==> src/rtl/rhc_pkg.sv <==
// Package for the RGB to HSL converter: field widths, sector codes,
// pipeline payload types and the hue sector offset function.
// No dependencies.
`timescale 1ns / 1ps

package rhc_pkg;

  localparam int COMP_W  = 8;    // one colour component
  localparam int SUM_W   = 9;    // max + min
  localparam int NUM_W   = 20;   // dividend width in the divider
  localparam int DEN_W   = 9;    // divisor width, up to 256
  localparam int QUO_W   = 13;   // quotient bits, saturation reaches 4096
  localparam int HUE_W   = 13;
  localparam int SAT_W   = 13;
  localparam int LIGHT_W = 12;
  localparam int FRAC_W  = 12;   // Q0.12

  localparam int HUE_SECTOR = 960;
  localparam int HUE_FULL   = 5760;

  localparam int DIV_LANES = 2;
  localparam int LANE_SAT  = 0;
  localparam int LANE_HUE  = 1;

  typedef enum logic [1:0] {
    SEC_RED,
    SEC_GREEN,
    SEC_BLUE
  } sector_t;

  // Information that rides alongside the division
  typedef struct packed {
    sector_t              sector;
    logic                 neg;
    logic                 gray;
    logic [LIGHT_W-1:0]   lightness;
  } side_t;

  typedef struct packed {
    logic [NUM_W-1:0] num_sat;
    logic [NUM_W-1:0] num_hue;
    logic [DEN_W-1:0] den_sat;
    logic [DEN_W-1:0] den_hue;
    side_t            side;
  } prep_t;

  function automatic logic [HUE_W-1:0] sector_offset(input sector_t sec);
    logic [HUE_W-1:0] off;
    unique case (sec)
      SEC_RED:   off = '0;
      SEC_GREEN: off = HUE_W'(2 * HUE_SECTOR);
      SEC_BLUE:  off = HUE_W'(4 * HUE_SECTOR);
      default:   off = '0;
    endcase
    return off;
  endfunction

endpackage

==> src/rtl/rgb_to_hsl_converter.sv <==
// RGB to HSL converter top level: front end, pipelined divider and result
// stage. Depends on rhc_pkg, rhc_prep, rhc_div_pipe and rhc_finish.
//
// Usage
//   Slave channel s_*: one RGB pixel per transfer, 8 bits per component.
//   Master channel m_*: hue (1/16 degree, 0..5759), saturation (Q0.12,
//   0..4096) and lightness (Q0.12, (max+min)*8) per transfer.
//   A gray pixel gives hue and saturation of zero.
// Throughput and structure
//   One pixel per clock while m_tready is high. A pixel passes the front
//   end, the divider stages and the result register, in that order. The
//   divider depth is set by the restoring divider, which resolves
//   DIV_BITS_PER_STAGE quotient bits in each of its stages for both the
//   saturation and the hue quotient in parallel.
// Reset and stalls
//   rst (synchronous) empties every stage; no pixel is pending afterwards.
//   When m_tready is low each stage holds its pixel and fills bubbles
//   ahead of it; s_tready drops only once every stage is occupied.
`timescale 1ns / 1ps

module rgb_to_hsl_converter import rhc_pkg::*; #(
  parameter int DIV_BITS_PER_STAGE = 2
) (
  input  logic        clk,
  input  logic        rst,
  input  logic        s_tvalid,
  output logic        s_tready,
  input  logic [23:0] s_tdata,   // red [7:0], green [15:8], blue [23:16]
  output logic        m_tvalid,
  input  logic        m_tready,
  output logic [39:0] m_tdata    // hue [12:0], saturation [25:13], lightness [37:26], zero
);

  localparam int SIDE_W = $bits(side_t);

  logic             prep_valid;
  logic             prep_ready;
  prep_t            prep_data;

  logic [NUM_W-1:0] div_num  [DIV_LANES];
  logic [DEN_W-1:0] div_den  [DIV_LANES];
  logic [QUO_W-1:0] div_quo  [DIV_LANES];
  logic [DEN_W-1:0] div_rem  [DIV_LANES];
  logic [SIDE_W-1:0] div_side;
  logic             div_valid;
  logic             div_ready;

  logic [HUE_W-1:0]   hue;
  logic [SAT_W-1:0]   saturation;
  logic [LIGHT_W-1:0] lightness;

  rhc_prep u_prep (
    .clk       (clk),
    .rst       (rst),
    .in_valid  (s_tvalid),
    .in_ready  (s_tready),
    .red       (s_tdata[7:0]),
    .green     (s_tdata[15:8]),
    .blue      (s_tdata[23:16]),
    .out_valid (prep_valid),
    .out_ready (prep_ready),
    .out_data  (prep_data)
  );

  assign div_num[LANE_SAT] = prep_data.num_sat;
  assign div_num[LANE_HUE] = prep_data.num_hue;
  assign div_den[LANE_SAT] = prep_data.den_sat;
  assign div_den[LANE_HUE] = prep_data.den_hue;

  rhc_div_pipe #(
    .LANES (DIV_LANES),
    .NW    (NUM_W),
    .DW    (DEN_W),
    .QW    (QUO_W),
    .SW    (SIDE_W),
    .BPS   (DIV_BITS_PER_STAGE)
  ) u_div (
    .clk       (clk),
    .rst       (rst),
    .in_valid  (prep_valid),
    .in_ready  (prep_ready),
    .in_num    (div_num),
    .in_den    (div_den),
    .in_side   (prep_data.side),
    .out_valid (div_valid),
    .out_ready (div_ready),
    .out_quo   (div_quo),
    .out_rem   (div_rem),
    .out_side  (div_side)
  );

  rhc_finish u_finish (
    .clk        (clk),
    .rst        (rst),
    .in_valid   (div_valid),
    .in_ready   (div_ready),
    .quo_sat    (div_quo[LANE_SAT]),
    .quo_hue    (div_quo[LANE_HUE]),
    .rem_hue    (div_rem[LANE_HUE]),
    .side       (side_t'(div_side)),
    .out_valid  (m_tvalid),
    .out_ready  (m_tready),
    .hue        (hue),
    .saturation (saturation),
    .lightness  (lightness)
  );

  assign m_tdata = {2'b00, lightness, saturation, hue};

  // an empty output register means the whole chain can take a pixel
  a_ready_when_empty: assert property (@(posedge clk) disable iff (rst)
    !m_tvalid |-> s_tready)
    else $error("input stalled with an empty output");

  a_reset_empties: assert property (@(posedge clk)
    $past(rst) |-> !m_tvalid)
    else $error("output valid straight after reset");

endmodule

==> src/rtl/rhc_prep.sv <==
// Front end of the converter: two register stages that find max/min, the
// sector and difference, then form dividends and divisors. Uses rhc_pkg.
`timescale 1ns / 1ps

module rhc_prep import rhc_pkg::*; (
  input  logic              clk,
  input  logic              rst,
  input  logic              in_valid,
  output logic              in_ready,
  input  logic [COMP_W-1:0] red,
  input  logic [COMP_W-1:0] green,
  input  logic [COMP_W-1:0] blue,
  output logic              out_valid,
  input  logic              out_ready,
  output prep_t             out_data
);

  typedef struct packed {
    logic [SUM_W-1:0]  p;
    logic [COMP_W-1:0] q;
    sector_t           sector;
    logic              neg;
    logic [COMP_W-1:0] dmag;
  } s1_t;

  logic  s1_valid;
  s1_t   s1;
  s1_t   s1_next;
  logic  s1_ready;
  logic  s2_ready;
  prep_t s2_next;

  assign s2_ready = !out_valid || out_ready;
  assign s1_ready = !s1_valid || s2_ready;
  assign in_ready = s1_ready;

  // stage 1: max, min, sector (red wins ties over green, green over blue)
  always_comb begin
    logic [COMP_W-1:0] mx;
    logic [COMP_W-1:0] mn;
    logic [COMP_W-1:0] a;
    logic [COMP_W-1:0] b;
    mx = red;
    mn = red;
    if (green > mx) mx = green;
    if (blue > mx)  mx = blue;
    if (green < mn) mn = green;
    if (blue < mn)  mn = blue;
    if (red >= green && red >= blue) begin
      s1_next.sector = SEC_RED;
      a = green;
      b = blue;
    end else if (green >= blue) begin
      s1_next.sector = SEC_GREEN;
      a = blue;
      b = red;
    end else begin
      s1_next.sector = SEC_BLUE;
      a = red;
      b = green;
    end
    s1_next.p    = {1'b0, mx} + {1'b0, mn};
    s1_next.q    = mx - mn;
    s1_next.neg  = a < b;
    s1_next.dmag = (a < b) ? (b - a) : (a - b);
  end

  // stage 2: dividends and divisors
  always_comb begin
    logic [17:0] d960;
    d960 = {s1.dmag, 10'd0} - {4'd0, s1.dmag, 6'd0};
    s2_next.num_sat = NUM_W'({s1.q, {FRAC_W{1'b0}}});
    s2_next.num_hue = NUM_W'(d960);
    s2_next.den_sat = s1.p[SUM_W-1] ? DEN_W'(10'd512 - {1'b0, s1.p}) : DEN_W'(s1.p);
    s2_next.den_hue = DEN_W'(s1.q);
    s2_next.side.sector    = s1.sector;
    s2_next.side.neg       = s1.neg;
    s2_next.side.gray      = (s1.q == '0);
    s2_next.side.lightness = {s1.p, 3'd0};
  end

  always_ff @(posedge clk) begin
    if (rst) begin
      s1_valid  <= 1'b0;
      out_valid <= 1'b0;
    end else begin
      if (s1_ready) s1_valid <= in_valid;
      if (s2_ready) out_valid <= s1_valid;
    end
    if (s1_ready && in_valid) s1 <= s1_next;
    if (s2_ready && s1_valid) out_data <= s2_next;
  end

endmodule

==> src/rtl/rhc_div_pipe.sv <==
// Pipelined restoring divider with several lanes in lockstep and a sideband
// that travels with each transfer. Uses rhc_pkg only for the import style.
`timescale 1ns / 1ps

module rhc_div_pipe import rhc_pkg::*; #(
  parameter int LANES = 2,
  parameter int NW    = 20,
  parameter int DW    = 9,
  parameter int QW    = 13,
  parameter int SW    = 16,
  parameter int BPS   = 2
) (
  input  logic          clk,
  input  logic          rst,
  input  logic          in_valid,
  output logic          in_ready,
  input  logic [NW-1:0] in_num [LANES],
  input  logic [DW-1:0] in_den [LANES],
  input  logic [SW-1:0] in_side,
  output logic          out_valid,
  input  logic          out_ready,
  output logic [QW-1:0] out_quo [LANES],
  output logic [DW-1:0] out_rem [LANES],
  output logic [SW-1:0] out_side
);

  localparam int STAGES = (QW + BPS - 1) / BPS;

  logic [STAGES:0]   rdy;
  logic [STAGES-1:0] vld;
  logic [DW-1:0]     rem_w  [STAGES][LANES];
  logic [QW-1:0]     acc_w  [STAGES][LANES];
  logic [DW-1:0]     den_w  [STAGES][LANES];
  logic [SW-1:0]     side_w [STAGES];

  logic              src_vld  [STAGES];
  logic [DW-1:0]     src_rem  [STAGES][LANES];
  logic [QW-1:0]     src_acc  [STAGES][LANES];
  logic [DW-1:0]     src_den  [STAGES][LANES];
  logic [SW-1:0]     src_side [STAGES];

  assign rdy[STAGES] = out_ready;
  assign in_ready    = rdy[0];

  for (genvar s = 0; s < STAGES; s++) begin : g_stage
    logic          vld_r;
    logic [DW-1:0] rem_r  [LANES];
    logic [QW-1:0] acc_r  [LANES];
    logic [DW-1:0] den_r  [LANES];
    logic [SW-1:0] side_r;
    logic [DW-1:0] rem_nx [LANES];
    logic [QW-1:0] acc_nx [LANES];

    if (s == 0) begin : g_src_in
      assign src_vld[s]  = in_valid;
      assign src_side[s] = in_side;
      for (genvar l = 0; l < LANES; l++) begin : g_lane
        // partial remainder starts as the dividend bits above the quotient
        assign src_rem[s][l] = DW'(in_num[l] >> QW);
        assign src_acc[s][l] = in_num[l][QW-1:0];
        assign src_den[s][l] = in_den[l];
      end
    end else begin : g_src_prev
      assign src_vld[s]  = vld[s-1];
      assign src_side[s] = side_w[s-1];
      for (genvar l = 0; l < LANES; l++) begin : g_lane
        assign src_rem[s][l] = rem_w[s-1][l];
        assign src_acc[s][l] = acc_w[s-1][l];
        assign src_den[s][l] = den_w[s-1][l];
      end
    end

    always_comb begin
      logic [DW:0]   t;
      logic [DW-1:0] r;
      logic [QW-1:0] a;
      logic          qb;
      for (int l = 0; l < LANES; l++) begin
        r = src_rem[s][l];
        a = src_acc[s][l];
        for (int k = 0; k < BPS; k++) begin
          if (s * BPS + k < QW) begin
            t = {r, a[QW-1]};
            if (t >= {1'b0, src_den[s][l]}) begin
              r  = DW'(t - {1'b0, src_den[s][l]});
              qb = 1'b1;
            end else begin
              r  = t[DW-1:0];
              qb = 1'b0;
            end
            // dividend bits shift out at the top as quotient bits enter below
            a = {a[QW-2:0], qb};
          end
        end
        rem_nx[l] = r;
        acc_nx[l] = a;
      end
    end

    assign rdy[s] = !vld_r || rdy[s+1];

    always_ff @(posedge clk) begin
      if (rst) begin
        vld_r <= 1'b0;
      end else if (rdy[s]) begin
        vld_r <= src_vld[s];
      end
      if (rdy[s] && src_vld[s]) begin
        side_r <= src_side[s];
        for (int l = 0; l < LANES; l++) begin
          rem_r[l] <= rem_nx[l];
          acc_r[l] <= acc_nx[l];
          den_r[l] <= src_den[s][l];
        end
      end
    end

    assign vld[s]    = vld_r;
    assign side_w[s] = side_r;
    for (genvar l = 0; l < LANES; l++) begin : g_out
      assign rem_w[s][l] = rem_r[l];
      assign acc_w[s][l] = acc_r[l];
      assign den_w[s][l] = den_r[l];
    end
  end

  assign out_valid = vld[STAGES-1];
  assign out_side  = side_w[STAGES-1];
  for (genvar l = 0; l < LANES; l++) begin : g_res
    assign out_quo[l] = acc_w[STAGES-1][l];
    assign out_rem[l] = rem_w[STAGES-1][l];
  end

  // remainder must end below a non-zero divisor
  for (genvar l = 0; l < LANES; l++) begin : g_chk
    a_rem_below_den: assert property (@(posedge clk) disable iff (rst)
      (out_valid && den_w[STAGES-1][l] != '0) |-> (out_rem[l] < den_w[STAGES-1][l]))
      else $error("divider remainder not below divisor");
  end

endmodule

==> src/rtl/rhc_finish.sv <==
// Back end of the converter: floors the hue quotient, adds the sector
// offset, wraps negative hue and holds the result register. Uses rhc_pkg.
`timescale 1ns / 1ps

module rhc_finish import rhc_pkg::*; (
  input  logic               clk,
  input  logic               rst,
  input  logic               in_valid,
  output logic               in_ready,
  input  logic [QUO_W-1:0]   quo_sat,
  input  logic [QUO_W-1:0]   quo_hue,
  input  logic [DEN_W-1:0]   rem_hue,
  input  side_t              side,
  output logic               out_valid,
  input  logic               out_ready,
  output logic [HUE_W-1:0]   hue,
  output logic [SAT_W-1:0]   saturation,
  output logic [LIGHT_W-1:0] lightness
);

  logic [HUE_W-1:0] hue_next;
  logic [SAT_W-1:0] sat_next;

  assign in_ready = !out_valid || out_ready;

  always_comb begin
    logic        [12:0] mag;
    logic signed [13:0] off;
    logic signed [13:0] hs;
    // floor toward minus infinity: a negative difference with a remainder
    // rounds one further away from zero
    mag = quo_hue + {12'd0, side.neg && (rem_hue != '0)};
    off = $signed({1'b0, sector_offset(side.sector)});
    if (side.neg) hs = off - $signed({1'b0, mag});
    else          hs = off + $signed({1'b0, mag});
    if (hs < 0) hs = hs + 14'sd5760;
    if (side.gray) begin
      hue_next = '0;
      sat_next = '0;
    end else begin
      hue_next = hs[HUE_W-1:0];
      sat_next = quo_sat;
    end
  end

  always_ff @(posedge clk) begin
    if (rst) begin
      out_valid <= 1'b0;
    end else if (in_ready) begin
      out_valid <= in_valid;
    end
    if (in_ready && in_valid) begin
      hue        <= hue_next;
      saturation <= sat_next;
      lightness  <= side.lightness;
    end
  end

  a_ranges: assert property (@(posedge clk) disable iff (rst)
    out_valid |-> (hue < HUE_W'(HUE_FULL) && saturation <= SAT_W'(1 << FRAC_W)))
    else $error("hue or saturation out of range");

endmodule

==> config.mk <==
export PLATFORM = sky130hd
export DESIGN_NAME = rgb_to_hsl_converter
export DESIGN_NICKNAME = d
export VERILOG_FILES = /design/src/rtl/rhc_pkg.sv /design/src/rtl/rgb_to_hsl_converter.sv /design/src/rtl/rhc_prep.sv /design/src/rtl/rhc_div_pipe.sv /design/src/rtl/rhc_finish.sv
export SDC_FILE = /design/constraint.sdc
export NUM_CORES = 1
export LEC_CHECK = 0
export BUFFER_PORTS_ARGS = -buffer_cell sky130_fd_sc_hd__buf_2
export CAP_MARGIN = 15
export CORE_ASPECT_RATIO = 1.75
export CORE_UTILIZATION = 30
export DETAILED_ROUTE_END_ITERATION = 6
export GPL_ROUTABILITY_DRIVEN = 1
export PLACE_DENSITY = 0.55
export SYNTH_ARGS = -nofsm -noshare
export SYNTH_HDL_FRONTEND = slang
export SYNTH_SLANG_ARGS = --single-unit
export TNS_END_PERCENT = 20
==> constraint.sdc <==
create_clock -name clk -period 8 [get_ports clk]
set_input_delay 0.8 -clock clk [delete_from_list [all_inputs] [get_ports clk]]
set_output_delay 0.8 -clock clk [all_outputs]
set_load 0.05 [all_outputs]
==> results.cfg, run 1 <==
[power]
p_clk_share_pct = 31.5
p_seq_share_pct = 44.3
p_sw_share_pct = 27.9
p_total_w = 0.00766
combPwrFrac_pct = 24.2
ir_drop_v = 0.000155
internal-power_w = 0.00552
p_switching_w = 0.00214
leakagePower_nw = 13.9
p_per_area_nw_per_um2 = 217

[logic_synthesis]
yosys.area.top_type_share_pct = 49.3
ys_seq_area_share_pct = 50.0
synth_fa_ha_area_share_pct = 13.2
synth_top_family_by_area = adder cells
synth_edf_count = 519
ys.flop_type = edfxtp_1
yosysUniqueCellTypes = 82
synth_compound_area_share_pct = 12.5
avgSynthCellArea_um2 = 11.5
synth-seq-cells = 529
yosysMostFrequentCell = edfxtp_1
async_reset_ff_share_pct = 0
yosysTopAreaCell = edfxtp_1
synthCells = 2749
synth_mux_area_share_pct = 5.67
synthTopCellsByArea = edfxtp_1 49%, ha_1 12%, mux2_2 4.0%, xnor2_1 3.6%, inv_1 3.4%
synthTopCellsByCount = 519 x edfxtp_1, 297 x ha_1, 283 x inv_1
ys_warn_count = 0
synthXorXnorAreaFrac_pct = 5.01
syn-cell-area_um2 = 31600
synth-simple-area-share_pct = 9.55

[route]
ant_nets = 0
drt-initial-drc-count = 629
wl_per_cell_um = 15.2
firstDrtPassIters = 7
wl_um = 64200
vias = 20036
drc = 14
viasPerCell = 4.74

[sta]
min_period_ns = 5.98
finClkSkew_ns = 0.0253
setup_violations = 0
slew_violations = 0
worst_pin_slew_ns = 1.03
hold_viol = 0
tns_ns = 0
rsz0062_at_grt = false
max_slew_margin_pct = 31.1
clock.fmax_mhz = 167
min_period_over_period_pct = 74.8

[clock_network]
clk_path_buf_depth = 3
cts-resized-gates = 0
cts_buffers = 50
cts_htree_levels = 2
postCtsHoldBufs = 0
clkSlewWorstSetupHoldPaths_ns = 0.07
cts_sinks = 529
cts_root_buf = clkbuf_16
post-cts-setup-buffers = 0
cts_tree = built
insertion_delay_ns = 0.61

[critical_path]
reg2reg_depth = 20
ff2ff_setup_slack_ns = 2.08
cp.arrival_ns = 6.33
cpPeakStageDelay_ns = 0.42
path_cells = buf_2 > inv_1 > ha_1 > nand2b_1 > a21o_1 > a21o_1 > a21o_1 > a21o_1 > a21o_1 > a21o_1 > a21oi_2 > mux2_2 > a21o_1 > ha_1 > nor2b_1 > o21ai_0 > a21oi_1 > o21a_1 > o21a_1 > o21ai_0 > nand2_1 > mux2_2 > a311oi_1 > xnor2_1
cp-start-kind = input port
crit_fanout = 8
end_kind = register
crit_top_cell = a21o_1
worstPathRequired_ns = 8.35
cp-startpoint = s_tdata[8]
crit_cells = 24
worst-setup-path-type = in2reg
rr_endpoint = u_div.g_stage[4].rem_r[0][13]$_DFFE_PP_
reg2reg_from = u_div.g_stage[3].den_r[0][9]$_DFFE_PP_
crit_slowest_cell = a21oi_2
crit_family = compound AO/OA/AOI/OAI gates
crit_buf_inv = 2

[global_route]
grt_pass1_vias = 21169
antenna_found_initial = 1
grt_usage_pct = 12.1
grt_pass1_wl_um = 103000
grt_start_max_net_pins = 67
grt_overflow = 0

[min_path]
hold_end = u_div.out_side[8]$_DFFE_PP_
hp-class = reg2reg
whs_path_depth = 0
hold_path_startpoint = u_div.g_stage[5].side_r[8]$_DFFE_PP_

[floorplan]
start_util_pct = 30.2
core_area_um2 = 105000
core.rowCount = 157
dieWidth_um = 247
num_io_pins = 70
die_area_um2 = 107000
dieHeight_um = 431

[placement]
routabilityCongestion = 0.843
place.port_buffers = 64
dpl.hpwl_um = 51200

[run]
cap_violations = 0

[cells_and_area]
nets = 3184
multi_input_area_um2 = 14600
seq_area_um2 = 15800
drive_gt1_share_pct = 10.7
area_growth_pct = 11.7
fill_cells = 10434

[run_status]
outcome = finished with violations
violations = design-rule violations
-- final cells by class --
type | count | share of cell area [%]
multi-input cells | 1886 | 41.4
diodes | 1 | 0.00709
flip-flops and latches | 529 | 44.7
inverters | 283 | 3.01
repair buffers | 87 | 1.40
well taps | 1351 | 4.79
clock buffers | 58 | 3.69
clock inverters | 32 | 0.943
-- sequential cells by signal, summed over array words and instances, names as in the netlist --
| signal | cells |
|---|---|
| u_prep.s1 | 27 |
| u_div.g_stage.den_r | 94 |
| u_finish.hue | 13 |
| u_div.g_stage.side_r | 74 |
| u_div.g_stage.vld_r | 6 |
| u_div.g_stage.acc_r | 119 |
| u_finish.saturation | 13 |
| u_div.out_side | 13 |
| u_div.out_valid | 1 |
| u_prep.s1_valid | 1 |
| u_finish.out_valid | 1 |
| u_prep.out_valid | 1 |
| u_finish.lightness | 9 |
| u_prep.out_data | 40 |
| u_div.g_stage.rem_r | 117 |
-- metal layers --
layer | up-vias | part of all wire, % | GRT usage [%]
li1 | 10191 | - | -
met1 | 9503 | 35 | 10.8
met2 | 228 | 60 | 26.0
met3 | 114 | 2.3 | 1.50
met4 | 0 | 3.4 | 4.77
met5 | - | 0 | 0
-- through the flow --
step | utilization, % | hold WS [ns] | setup WS, ns | instances | area (um^2)
CTS | 33.8 | 0.413 | 1.95 | 4226 | 35300
global route | 33.8 | 0.417 | 1.63 | 4227 | 35300
global placement | 32.2 | 0.401 | 1.41 | 4136 | 33600
finish | 33.8 | 0.411 | 2.02 | 4227 | 35300
floorplan | - | 0.400 | 1.50 | 2753 | 31600
detailed placement | 32.2 | 0.405 | 1.40 | 4136 | 33600
-- cell families after synthesis --
logic type      Yosys count
compound gates          611
simple gates            607
flops                   529
buf+inv                 338
fa+ha+maj               319
xor+xnor                178
mux                     165
other cells               2
-- power groups by stage --
stage | Sequential (W) | Clock, W | Combinational [W]
2_1_floorplan | 0.00341 | 0 | 0.00149
3_3_place_gp | 0.00345 | 0 | 0.00184
3_5_place_dp | 0.00346 | 0 | 0.00186
4_1_cts | 0.00340 | 0.00250 | 0.00188
5_1_grt | 0.00341 | 0.00257 | 0.00208
6_report | 0.00339 | 0.00241 | 0.00185
-- layout by cell type, fill, tap and decap left out, types with 61 or more instances in the layout --
cell type  netlist  routed
nor2b_1         65      61
mux2_2         111     111
o21ai_0        137     137
a21o_1         101     101
ha_1           297     297
inv_1          283     283
a21oi_1        172     172
nand2_1        117     117
edfxtp_1       519     519
xnor2_1        129     129
nor2_1         187     187
buf_2            7      64
-- worst max-delay path by stage --
stage | endpoint | slack, ns
6_report | u_prep.s1[5]$_DFFE_PP_ | 2.02
5_1_grt | u_div.g_stage[4].rem_r[0][13]$_DFFE_PP_ | 1.63
4_1_cts | u_div.g_stage[4].rem_r[0][13]$_DFFE_PP_ | 1.95
3_5_place_dp | u_prep.s1[5]$_DFFE_PP_ | 1.40
3_3_place_gp | u_prep.s1[27]$_DFFE_PP_ | 1.41
2_1_floorplan | u_div.g_stage[4].acc_r[0][0]$_DFFE_PP_ | 1.50
(Power assumes the default switching activity.)
==> run 2: changes to the inputs <==
==> constraint.sdc (replaced) <==
create_clock -name clk -period 5.7 [get_ports clk]
set_input_delay 0.57 -clock clk [delete_from_list [all_inputs] [get_ports clk]]
set_output_delay 0.57 -clock clk [all_outputs]
set_load 0.05 [all_outputs]
==> results.cfg, run 2 (synthesis gave the netlist of run 1 again) <==
[route]
drc = 9
firstDrtPassIters = 7
drt-initial-drc-count = 654
wl_um = 65300
viasPerCell = 4.73
wl_per_cell_um = 15.2
ant_nets = 0
vias = 20321

[run_status]
violations = design-rule violations
outcome = finished with violations

[sta]
slew_violations = 0
max_slew_margin_pct = 39.2
hold_ws_ns = 0.278
setup_slack_ns = 0.341
min_period_ns = 5.36
hold_viol = 0
worst_pin_slew_ns = 0.912
rsz0062_at_grt = true
clock.fmax_mhz = 187
min_period_over_period_pct = 94.0
setup_violations = 0
finClkSkew_ns = 0.0231

[power]
leakagePower_nw = 14.3
ir_drop_v = 0.000203
p_per_area_nw_per_um2 = 306
p_total_w = 0.0110

[global_route]
grt_usage_pct = 12.4
grt_pass1_wl_um = 105000
antenna_found_initial = 0
grt_overflow = 0
grt_pass1_vias = 21794
grt_start_max_net_pins = 63

[floorplan]
die_area_um2 = 107000
dieHeight_um = 431
dieWidth_um = 247
core_area_um2 = 105000
num_io_pins = 70
start_util_pct = 30.2
core.rowCount = 157

[critical_path]
worst-setup-path-type = reg2reg
cp.arrival_ns = 5.70
end_kind = register
worstPathRequired_ns = 6.04
crit_fanout = 14
cp-start-kind = register

[clock_network]
post-cts-setup-buffers = 0
clk_path_buf_depth = 3
cts_htree_levels = 2
insertion_delay_ns = 0.61
cts_sinks = 529
cts_buffers = 50
cts_root_buf = clkbuf_16
cts_tree = built
clkSlewWorstSetupHoldPaths_ns = 0.06

[cells_and_area]
final_cell_mix = 519 x edfxtp_1, 297 x ha_1, 283 x inv_1, 187 x nor2_1, 172 x a21oi_1
reg_top3 = u_div.g_stage.acc_r: 119 flops, u_div.g_stage.rem_r: 117 flops, u_div.g_stage.den_r: 94 flops
layout_commonest_cell = edfxtp_1
largest_register_ffs = 119
nets = 3248
drive_gt1_share_pct = 13.0
area_growth_pct = 13.5
largest-register = u_div.g_stage.acc_r
diodes = 0
fill_cells = 10402

[placement]
dpl.hpwl_um = 52300
pre_cts_slack_ns = 0.0717
routabilityCongestion = 0.861
place.port_buffers = 64

[min_path]
hp-class = in2reg

[run]
cap_violations = 0
-- run 2: cell types whose count changed in the layout (fill, tap and decap cells not counted) --
cell / delta
buf_4: +64
clkinvlp_4: +8
clkinv_1: -4
and3_1: -2
and3_2: +2
clkbuf_16: +2
clkinv_2: -2
inv_6: -2
a31oi_2: -1
a31oi_4: +1
bufinv_16: +1
diode_2: -1
-- run 2: final cells by class --
| cell class | count | area (um^2) | area share (%) |
|---|---|---|---|
| Clock inverter | 33 | 380 | 1.06 |
| Sequential cell | 529 | 15800 | 44.0 |
| Tap cell | 1351 | 1690 | 4.71 |
| Multi-Input combinational cell | 1886 | 14600 | 40.8 |
| Timing Repair Buffer | 151 | 973 | 2.71 |
| Inverter | 283 | 1060 | 2.96 |
| Clock buffer | 60 | 1350 | 3.77 |
-- run 2: critical path, stage by stage, from the launching register on --
cell and delay, ns:
edfxtp_1 0.40, inv_1 0.11, fa_1 0.45, a21o_1 0.18, a21oi_1 0.21, o21ai_0 0.14, a21oi_1 0.26, o21bai_1 0.13
a211oi_1 0.25, buf_4 0.24, mux2_2 0.37, ha_1 0.34, o21a_1 0.14, o21a_1 0.18, o21a_1 0.19, o21a_1 0.19
o21a_1 0.18, o21ai_0 0.20, nand2b_1 0.11, nand3b_1 0.44, mux2_2 0.40
-- run 2: final timing paths --
path                                      startpoint                                      end  slack [ns]  cells past startpoint
max          u_div.g_stage[4].den_r[0][10]$_DFFE_PP_  u_div.g_stage[5].rem_r[0][16]$_DFFE_PP_        0.34                     20
min                                              rst            u_prep.out_valid$_SDFFE_PP0P_        0.28                      2
max reg2reg  u_div.g_stage[4].den_r[0][10]$_DFFE_PP_  u_div.g_stage[5].rem_r[0][16]$_DFFE_PP_        0.34                     20
min reg2reg              u_div.out_side[3]$_DFFE_PP_          u_finish.lightness[3]$_DFFE_PP_        0.41                      0
-- run 2: metal layers --
metal	vias to the layer above	wire length [um]	GRT usage, %
li1	10298	-	-
met1	9615	22100	10.7
met2	259	38900	26.6
met3	149	1510	1.49
met4	0	2830	5.61
met5	-	0	0
-- run 2: per-stage QoR --
step	std cells	TNS (ns)	cell area, um^2	util, %
global placement	4200	0	34100	32.7
floorplan	2753	-24.96	31600	-
finish	4293	0	35900	34.3
detailed placement	4200	0	34100	32.7
global route	4293	-0.316	35900	34.3
CTS	4293	0	35900	34.3
-- run 2: power breakdown --
group          switching (W)  leakage [nW]  internal [W]
registers           0.000136          4.77       0.00462
clock network        0.00147         0.811       0.00202
logic                0.00142          8.68       0.00129
-- run 2: timing repair --
| action | 4_1_cts | 5_1_grt |
|---|---|---|
| hold buffers | 0 | 0 |
| setup endpoints to repair | 0 | 20 |
| resized for setup | 0 | 2 |
